File: config.mk
export PLATFORM = sky130hd
export DESIGN_NAME = bmhq_cell
export DESIGN_NICKNAME = d
export VERILOG_FILES = /design/src/hw/rtl/assert_macros.svh /design/src/hw/rtl/bmhq_pkg.sv /design/src/hw/rtl/bmhq_cell.sv
export SDC_FILE = /design/constraint.sdc
export NUM_CORES = 1
export LEC_CHECK = 0
export BUFFER_PORTS_ARGS = -buffer_cell sky130_fd_sc_hd__buf_2
export CORE_MARGIN = 8
export CORE_UTILIZATION = 45
export DETAILED_ROUTE_END_ITERATION = 8
export PLACE_DENSITY = 0.82
export SLEW_MARGIN = 25
export SYNTH_ARGS = -nofsm -noshare
export SYNTH_HDL_FRONTEND = slang
export SYNTH_SLANG_ARGS = --single-unit
export TNS_END_PERCENT = 5
File: constraint.sdc
create_clock -name clk -period 5.9 [get_ports clk]
set_input_delay 0.295 -clock clk [delete_from_list [all_inputs] [get_ports clk]]
set_output_delay 0.295 -clock clk [all_outputs]
set_load 0.02 [all_outputs]
File: src/hw/rtl/assert_macros.svh
// ---------------------------------------------------------------------------
// Assertion macros
// Clocked concurrent checks with an active-low reset disable.
// ---------------------------------------------------------------------------
`ifndef ASSERT_MACROS_SVH
`define ASSERT_MACROS_SVH

`ifndef SYNTHESIS

// property must hold at every rising clock edge outside reset
`define ASSERT_CLK(lbl, clk, rstn, prop) \
  lbl: assert property (@(posedge clk) disable iff (!(rstn)) (prop)) \
    else $error("assertion failed");

// condition must never be true outside reset
`define ASSERT_NEVER(lbl, clk, rstn, cond) \
  lbl: assert property (@(posedge clk) disable iff (!(rstn)) !(cond)) \
    else $error("forbidden condition seen");

`else

`define ASSERT_CLK(lbl, clk, rstn, prop)
`define ASSERT_NEVER(lbl, clk, rstn, cond)

`endif

`endif

File: src/hw/rtl/bmhq_pkg.sv
// ---------------------------------------------------------------------------
// bmhq_pkg
// Shared types and constants of the min priority queue.
// ---------------------------------------------------------------------------
`timescale 1ns / 1ps

package bmhq_pkg;

  localparam int DATA_W = 32;

  typedef enum logic {
    CMD_PUSH = 1'b0,
    CMD_POP  = 1'b1
  } cmd_t;

  typedef logic signed [DATA_W-1:0] data_t;

  // broadcast from the top level to every cell
  typedef struct packed {
    logic  push;
    logic  pop;
    data_t value;
  } cell_ctrl_t;

endpackage

File: src/hw/rtl/bmhq_cell.sv
// ---------------------------------------------------------------------------
// bmhq_cell
// One slot of the sorted cell chain; holds one value, shifts with neighbors.
// ---------------------------------------------------------------------------
`timescale 1ns / 1ps

module bmhq_cell #(
  parameter int IDX   = 0,
  parameter int CNT_W = 7
) (
  input  logic                 clk,
  input  bmhq_pkg::cell_ctrl_t ctrl,
  input  logic [CNT_W-1:0]     cnt,
  input  bmhq_pkg::data_t      left_val,
  input  logic                 left_gt,
  input  bmhq_pkg::data_t      right_val,
  output bmhq_pkg::data_t      val,
  output logic                 gt
);
  import bmhq_pkg::*;

  localparam logic [CNT_W-1:0] IDX_C = CNT_W'(IDX);

  data_t val_r;
  data_t val_nxt;

  // new value belongs here or further left: slot empty or value smaller
  assign gt  = (IDX_C >= cnt) || (ctrl.value < val_r);
  assign val = val_r;

  always_comb begin
    val_nxt = val_r;
    if (ctrl.push) begin
      if (left_gt) begin
        val_nxt = left_val;
      end else if (gt) begin
        val_nxt = ctrl.value;
      end
    end else if (ctrl.pop) begin
      val_nxt = right_val;
    end
  end

  always_ff @(posedge clk) begin
    val_r <= val_nxt;
  end

endmodule

==> results of run 1 <==
[area by class of cell]
| type | instances | area [um^2] |
|---|---|---|
| multi-input combinational | 187 | 1350 |
| sequential | 32 | 961 |
| inverter | 32 | 120 |
| timing repair buffer | 141 | 711 |
| clock inverter | 2 | 35.0 |
| clock buffer | 6 | 72.6 |
| fill | 477 | 2070 |
| tap | 72 | 90.1 |
[cells by family after synthesis]
kind of cell / share of synthesized area (%)
and+or+nand+nor: 11.3
DFF: 39.0
AOI/OAI and AO/OA: 13.9
buffers and inverters: 6.70
muxes: 13.4
adders and majority gates: 15.7
[critical path: stages, from the launching register on]
cell and delay [ns]:
edfxtp_1 0.38, inv_1 0.07, ha_1 0.23, a211o_1 0.29
a31oi_1 0.15, o311a_1 0.18, o41a_1 0.19, o31ai_1 0.10
nor3_2 0.71, buf_4 0.44
[stage by stage]
| step | power, uW | std cells |
|---|---|---|
| after global placement | 548 | 464 |
| after floorplan | 459 | 262 |
| after detailed placement | 559 | 464 |
| after CTS | 766 | 472 |
| after global routing | 803 | 472 |
| final | 756 | 472 |
[synthesized netlist by cell type, drive strengths merged, types with 2 or more instances]
master | instances | area share, %
nor3 | 3 | 0.61
a21oi | 47 | 9.5
buf | 3 | 0.61
edfxtp | 32 | 39
nand4 | 7 | 1.8
ha | 31 | 16
o21ai | 4 | 0.81
inv | 32 | 4.9
nor2 | 35 | 5.3
nand2 | 9 | 1.4
nand3 | 2 | 0.41
mux2i | 33 | 13
clkbuf | 8 | 1.2
[layer usage]
layer / vias to the layer above / wire [um] / track usage, %
met3: 9 / 513 / 6.40
li1: 1218 / - / -
met5: - / 0 / 0
met4: 0 / 93 / 4.58
met2: 91 / 3460 / 31.0
met1: 1020 / 2920 / 17.7
[worst min path at each step]
| stage | to | startpoint | slack (ns) |
|---|---|---|---|
| 5_1_grt | val[22]$_DFFE_PP_ | right_val[22] | 0.34 |
| 2_1_floorplan | val[30]$_DFFE_PP_ | right_val[30] | 0.52 |
| 3_3_place_gp | val[13]$_DFFE_PP_ | right_val[13] | 0.61 |
| 4_1_cts | val[0]$_DFFE_PP_ | right_val[0] | 0.32 |
| 3_5_place_dp | val[0]$_DFFE_PP_ | right_val[0] | 0.62 |
| 6_report | val[24]$_DFFE_PP_ | right_val[24] | 0.33 |
[power breakdown]
group / internal (uW) / switching, uW
combinational: 105 / 147
sequential: 287 / 11.9
clock: 125 / 79.6
==> flow_summary.ini, run 1 <==
[run_status]
status = finished clean

[setup_path]
required_ns = 5.85
critical_path_arrival_ns = 3.03
r2r-end = val[15]$_DFFE_PP_
start_kind = flop
criticalPathCategory = reg -> reg
cp-endpoint = val[15]$_DFFE_PP_
r2r_cells = 9
cp-end-kind = flop
reg2reg_from = val[2]$_DFFE_PP_
rrSetupSlack_ns = 2.82
crit_path_start = val[2]$_DFFE_PP_
critPathMaxFanout = 22

[global_routing]
grt_max_degree = 68
antenna_found_initial = 0
overflow = 0
track_usage_pct = 17.0
grt_pass1_vias = 2582
grt_pass1_wl_um = 11500

[clock_tree]
post_cts_buffers = 0
cts_hold_buf = 0
root_buffer = clkbuf_8
clockBufferDepth = 2
ctsHtreeMaxLevel = 2
cts_made_buffers = 5
cts_sinks = 32
cts.repair.resized = 0
clk_latency_ns = 0.28
cts.reportedPaths.clkPinSlew_ns = 0.07
tritoncts = built

[sta]
setup_slack_ns = 2.82
clock_skew_ns = 0.00936
finalCriticalPeriod_ns = 3.08
finalSetupViolCount = 0
setup_tns_ns = 0
holdWs_ns = 0.333
rsz0062_at_grt = false
max_freq_mhz = 325
slew_violations = 0
hold_viol = 0
slew_headroom_pct = 36.2
worst_pin_slew_ns = 0.958
timing.final.crit_share_pct = 52.2

[die]
dieArea_mm2 = 0.00811
placementRows = 27
die_x_um = 90.0
start_util_pct = 45.6
die_h_um = 90.0
ioPinCount = 140
core_mm2 = 0.00541

[final_layout]
nets = 537
utilization_pct = 61.7
drive_gt1_share_pct = 37.8
layout_commonest_cell = buf_2
largest_reg_flops = 32
area_delta_synth_final_pct = 35.2
final_cell_mix = buf_2, a21oi_1, nor2_1
antenna-diode-count = 0
design_area_mm2 = 0.00333

[synthesis]
syn-cell-area_mm2 = 0.00247
synth.distinct_cells = 29
synth_nets = 400
ys_seq_area_share_pct = 39.0
synth_cells = 262
ys_seq_elements = 32
async_flop_share_pct = 0
synth-edff-count = 32
ys_warn_count = 0
ys.flop_type = edfxtp_1
syn_avg_cell_area_um2 = 9.41

[place]
hpwl_um = 5810
placed_cell_area_mm2 = 0.00323
dp_worst_setup_slack_ns = 2.75
io_buffers = 139
routabilityCongestion = 0.766

[route]
drtAntennaViolNets = 0
drtPass1Iterations = 4
wl_per_cell_um = 14.8
drc = 0
vias_per_cell = 4.95
num_vias = 2338
wirelength_um = 6990
drt_iter0_drc = 60

[hold_path]
whs_path_depth = 3
worst_hold_path_type = in -> reg

[power_and_ir_drop]
ir_drop_mv = 0.136
leakagePower_uw = 0.00176
powerDensity_mw_per_mm2 = 227

[run]
cap_violations = 0
Note: power is estimated with default switching activity, not from simulation.
==> run 2: changes to the inputs <==
Clock period 5.9 ns to 3 ns, I/O delays scaled along.
==> run 2 against run 1 <==
Compared with the run above:
- first-iteration DRC count down 28%
- hold slack got worse by 0.15 ns
- largest power group unchanged
- clock power grew 54%
- power increased by 87%
- clock skew barely moved
- utilization is 0.76 points higher
- sequential power rose by 96%
- sequential cell count did not move
==> flow_summary.ini, run 2 (synthesis gave the netlist of run 1 again) <==
[clock_tree]
clk_latency_ns = 0.28
tritoncts = built
clockBufferDepth = 2
cts_made_buffers = 5
cts_sinks = 32
cts.repair.resized = 0
root_buffer = clkbuf_8
cts_hold_buf = 0
ctsHtreeMaxLevel = 2
cts.reportedPaths.clkPinSlew_ns = 0.07

[sta]
finalSetupViolCount = 0
timing.final.crit_share_pct = 85.9
hold_viol = 0
holdWs_ns = 0.180
slew_violations = 0
rsz0062_at_grt = false
clock_skew_ns = 0.00938
worst_pin_slew_ns = 0.400
setup_tns_ns = 0
max_freq_mhz = 388
slew_headroom_pct = 73.1
finalCriticalPeriod_ns = 2.58

[final_layout]
antenna-diode-count = 0
nets = 545
drive_gt1_share_pct = 39.0
layout_commonest_cell = buf_2
final_cell_mix = buf_2, a21oi_1, nor2_1
largest_reg_flops = 32
area_delta_synth_final_pct = 36.9

[global_routing]
grt_max_degree = 27
track_usage_pct = 16.8
antenna_found_initial = 0
grt_pass1_wl_um = 11300
overflow = 0
grt_pass1_vias = 2600

[die]
start_util_pct = 45.6
ioPinCount = 140
core_mm2 = 0.00541
die_x_um = 90.0
dieArea_mm2 = 0.00811
placementRows = 27
die_h_um = 90.0

[power_and_ir_drop]
p_sw_share_pct = 33.4
switchingPower_uw = 471
comb_power_share_pct = 36.1
powerDensity_mw_per_mm2 = 418
ir_drop_mv = 0.218
clkPwrFrac_pct = 22.3
power.share.sequential_pct = 41.6
leakagePower_uw = 0.00179
internal_power_uw = 941

[setup_path]
r2r_cells = 8
crit_path_start = val[7]$_DFFE_PP_
cp-end-kind = output port
critical_path_arrival_ns = 2.43
r2r-end = val[4]$_DFFE_PP_
critPathMaxFanout = 3
required_ns = 2.85
rrSetupSlack_ns = 0.48
criticalPathCategory = reg -> out
reg2reg_from = val[7]$_DFFE_PP_
start_kind = flop

[route]
drc = 0
num_vias = 2388
drtPass1Iterations = 4
wl_per_cell_um = 14.6
wirelength_um = 7000
drt_iter0_drc = 43
drtAntennaViolNets = 0
vias_per_cell = 4.98

[hold_path]
whs_path_depth = 3
worst_hold_path_type = in -> reg
holdPathEnd = val[23]$_DFFE_PP_
min_from = right_val[23]

[place]
io_buffers = 139
routabilityCongestion = 0.756
hpwl_um = 5970

[run]
cap_violations = 0

[run_status]
status = finished clean
[run 2: cell types whose count changed in the layout (fill, tap and decap cells not counted)]
cell	before	now
clkinv_2	1	2
bufinv_16	1	0
clkbuf_1	1	0
nor3_4	0	1
clkinv_1	0	1
buf_4	2	10
nor3_2	1	0
[run 2: layer usage]
layer,wire (um),vias up,track usage (%)
met5,0,-,0
met4,93,0,4.85
li1,-,1236,-
met3,561,9,6.82
met2,3480,87,30.0
met1,2870,1056,17.5
[run 2: metrics by stage]
step,power [uW],utilization [%],area [um^2],setup slack (ns),std cells
6_report,1410,62.5,3380,0.423,480
3_3_place_gp,1080,60.2,3260,0.149,467
3_5_place_dp,1100,60.2,3260,0.00531,467
2_1_floorplan,903,-,2480,0.149,262
5_1_grt,1510,62.5,3380,0.239,480
4_1_cts,1420,61.8,3340,0.0352,475
[run 2: area by class of cell]
class                   instances  area (um^2)
repair buffers                149          771
clock buffers                   5         68.8
clock inverters                 3         13.8
multi-input cells             187         1350
well taps                      72         90.1
flip-flops and latches         32          961
fillers                       473         2030
inverters                      32          120
[run 2: power by group through the flow]
stage / combinational, uW / sequential (uW) / clock (uW)
global placement: 489 / 595 / 0
finish: 510 / 587 / 315
detailed placement: 505 / 598 / 0
floorplan: 238 / 665 / 0
global route: 572 / 595 / 340
CTS: 507 / 588 / 322
[run 2: how the worst max path moves through the flow]
stage,end,cells after the start
CTS,val[1]$_DFFE_PP_,8
global route,gt,9
detailed placement,val[4]$_DFFE_PP_,9
floorplan,val[0]$_DFFE_PP_,8
finish,gt,8
global placement,val[6]$_DFFE_PP_,9
[run 2: critical path: stages (launching register included)]
cell      delay (ns)
edfxtp_1        0.35
inv_1           0.05
ha_1            0.30
nand4_1         0.11
o311a_1         0.37
o41a_1          0.40
o21ba_1         0.21
mux2i_1         0.17
buf_2           0.20
[run 2: timing repair]
action / 4_1_cts / 5_1_grt
pin swaps: 1 / 1
setup endpoints to repair: 8 / 16
setup buffers: 0 / 5
==> run 3: changes to the inputs <==
Settings changed: ABC_AREA from default to 1, CAP_MARGIN from default to 20, PLACE_DENSITY 0.82 to 0.83.
==> run 3 against run 2 <==
Compared with the run above:
- synthesized cell count is 22% higher
- wire length grew 11%
- sequential power about the same
- final area is 1.3% lower
- first-iteration DRC count up 150%
- hold slack got worse by 0.035 ns
==> flow_summary.ini, run 3 <==
[clock_tree]
cts_hold_buf = 0
cts.reportedPaths.clkPinSlew_ns = 0.07
post_cts_buffers = 0
cts.repair.resized = 0
clk_latency_ns = 0.28
cts_sinks = 32
root_buffer = clkbuf_8
tritoncts = built
clockBufferDepth = 2
cts_made_buffers = 5
ctsHtreeMaxLevel = 2

[synthesis]
synth-edff-count = 32
synth_cells = 319
yosysMostFrequentCell = nand2_1
synth_area_leader_cell = edfxtp_1
synth_nets = 457
ys_seq_area_share_pct = 38.7
synth.distinct_cells = 23
synth_top_area_share_pct = 38.7
synthTopCellsByArea = edfxtp_1, ha_1, o21ai_0
syn-cell-area_mm2 = 0.00248
ys_warn_count = 0
synth_commonest_cells = nand2_1, o21ai_0, inv_1
syn_avg_cell_area_um2 = 7.79
ys.flop_type = edfxtp_1
async_flop_share_pct = 0
ys_seq_elements = 32

[route]
wl_per_cell_um = 14.6
wirelength_um = 7750
drtPass1Iterations = 5
num_vias = 2662
vias_per_cell = 5.02
drt_iter0_drc = 107
drc = 0
drtAntennaViolNets = 0

[setup_path]
max_stage_delay_ns = 0.40
path_cells = inv_1, ha_1, nand2_1, inv_1, nand3_1, inv_1, a21oi_2, nand2_1, nand2_1, nand3_1, nand4_1, nand2_1, inv_1, buf_4
required_ns = 2.95
critPathMaxFanout = 23
critical_path_arrival_ns = 2.15
start_kind = flop
cp_slowest_cell = edfxtp_1
criticalPathCategory = reg -> reg
cp-end-kind = flop
cpLargestDelayFamily = simple AND/OR/NAND/NOR gates
worst-path-buf-inv = 5

[sta]
hold_viol = 0
worst_pin_slew_ns = 0.560
timing.final.crit_share_pct = 73.5
holdWs_ns = 0.145
max_freq_mhz = 453
slew_violations = 0
rsz0062_at_grt = false
clock_skew_ns = 0.00717
finalCriticalPeriod_ns = 2.21
slew_headroom_pct = 62.6
setup_tns_ns = 0
setup_slack_ns = 0.794
finalSetupViolCount = 0

[power_and_ir_drop]
leakagePower_uw = 0.00176
ir_drop_mv = 0.229
powerDensity_mw_per_mm2 = 424
power_uw = 1410

[global_routing]
grt_pass1_vias = 2810
grt_pass1_wl_um = 12700
grt_max_degree = 35
antenna_found_initial = 0
overflow = 0
track_usage_pct = 18.8

[run_status]
status = finished clean

[hold_path]
worst_hold_path_type = in -> reg

[die]
placementRows = 27
core_mm2 = 0.00541
start_util_pct = 45.9
die_x_um = 90.3
ioPinCount = 140
die_h_um = 90.3
dieArea_mm2 = 0.00815

[run]
cap_violations = 0

[place]
dp_worst_setup_slack_ns = 0.805
io_buffers = 139
hpwl_um = 6130
routabilityCongestion = 0.858
dpl.cell_count = 522

[final_layout]
area_delta_synth_final_pct = 34.2
nets = 595
antenna-diode-count = 0
largest_reg_flops = 32
layout_commonest_cell = buf_2
final_cells = 530
drive_gt1_share_pct = 35.4
final_cell_mix = buf_2, nand2_1, o21ai_0
-- run 3: worst paths after layout --
path | start | endpoint | slack (ns) | cells after the start
worst max register to register | val[15]$_DFFE_PP_ | val[1]$_DFFE_PP_ | 0.79 | 14
worst min-delay path | right_val[6] | val[6]$_DFFE_PP_ | 0.15 | 3
worst min register to register | val[31]$_DFFE_PP_ | val[9]$_DFFE_PP_ | 1.29 | 7
worst max-delay path | val[15]$_DFFE_PP_ | val[1]$_DFFE_PP_ | 0.79 | 14
-- run 3: per-layer routing --
| layer | part of all wire [%] | vias to the layer above | GRT usage (%) |
|---|---|---|---|
| li1 | - | 1341 | - |
| met1 | 41 | 1171 | 21.0 |
| met2 | 48 | 146 | 33.1 |
| met3 | 11 | 4 | 7.07 |
| met4 | 0.63 | 0 | 4.16 |
| met5 | 0 | - | 0 |
-- run 3: layout make-up --
class                      count  area, um^2
multi-input combinational    232        1320
clock inverter                 1        3.75
inverter                      43         161
fill                         485        2070
sequential                    32         961
clock buffer                   7        76.3
tap                           72        90.1
timing repair buffer         143         726
-- run 3: logic make-up after synthesis --
group / synth area share, %
flops: 38.7
compound gates: 18.1
fa+ha+maj: 15.6
buf+inv: 8.36
simple gates: 19.2
-- run 3: worst reg2reg max path: cells and delay by family, from the launching register on --
kind / cells / cell delay (ns)
buffers and inverters: 5 / 0.56
AO/OA/AOI/OAI: 1 / 0.12
flip-flops: 1 / 0.40
adder cells (fa/ha/maj): 1 / 0.23
AND/OR/NAND/NOR: 7 / 0.58
-- run 3: through the flow --
stage / utilization (%) / area [um^2]
2_1_floorplan: - / 2480
3_3_place_gp: 60.2 / 3250
3_5_place_dp: 60.2 / 3250
4_1_cts: 61.7 / 3330
5_1_grt: 61.7 / 3330
6_report: 61.7 / 3330
-- run 3: power by group --
group | total, uW | internal [uW] | switching, uW | leakage (uW)
clock | 312 | 161 | 151 | 0.0000399
combinational | 510 | 198 | 312 | 0.00139
sequential | 590 | 565 | 25.1 | 0.000324
total | 1410 | 924 | 488 | 0.00175
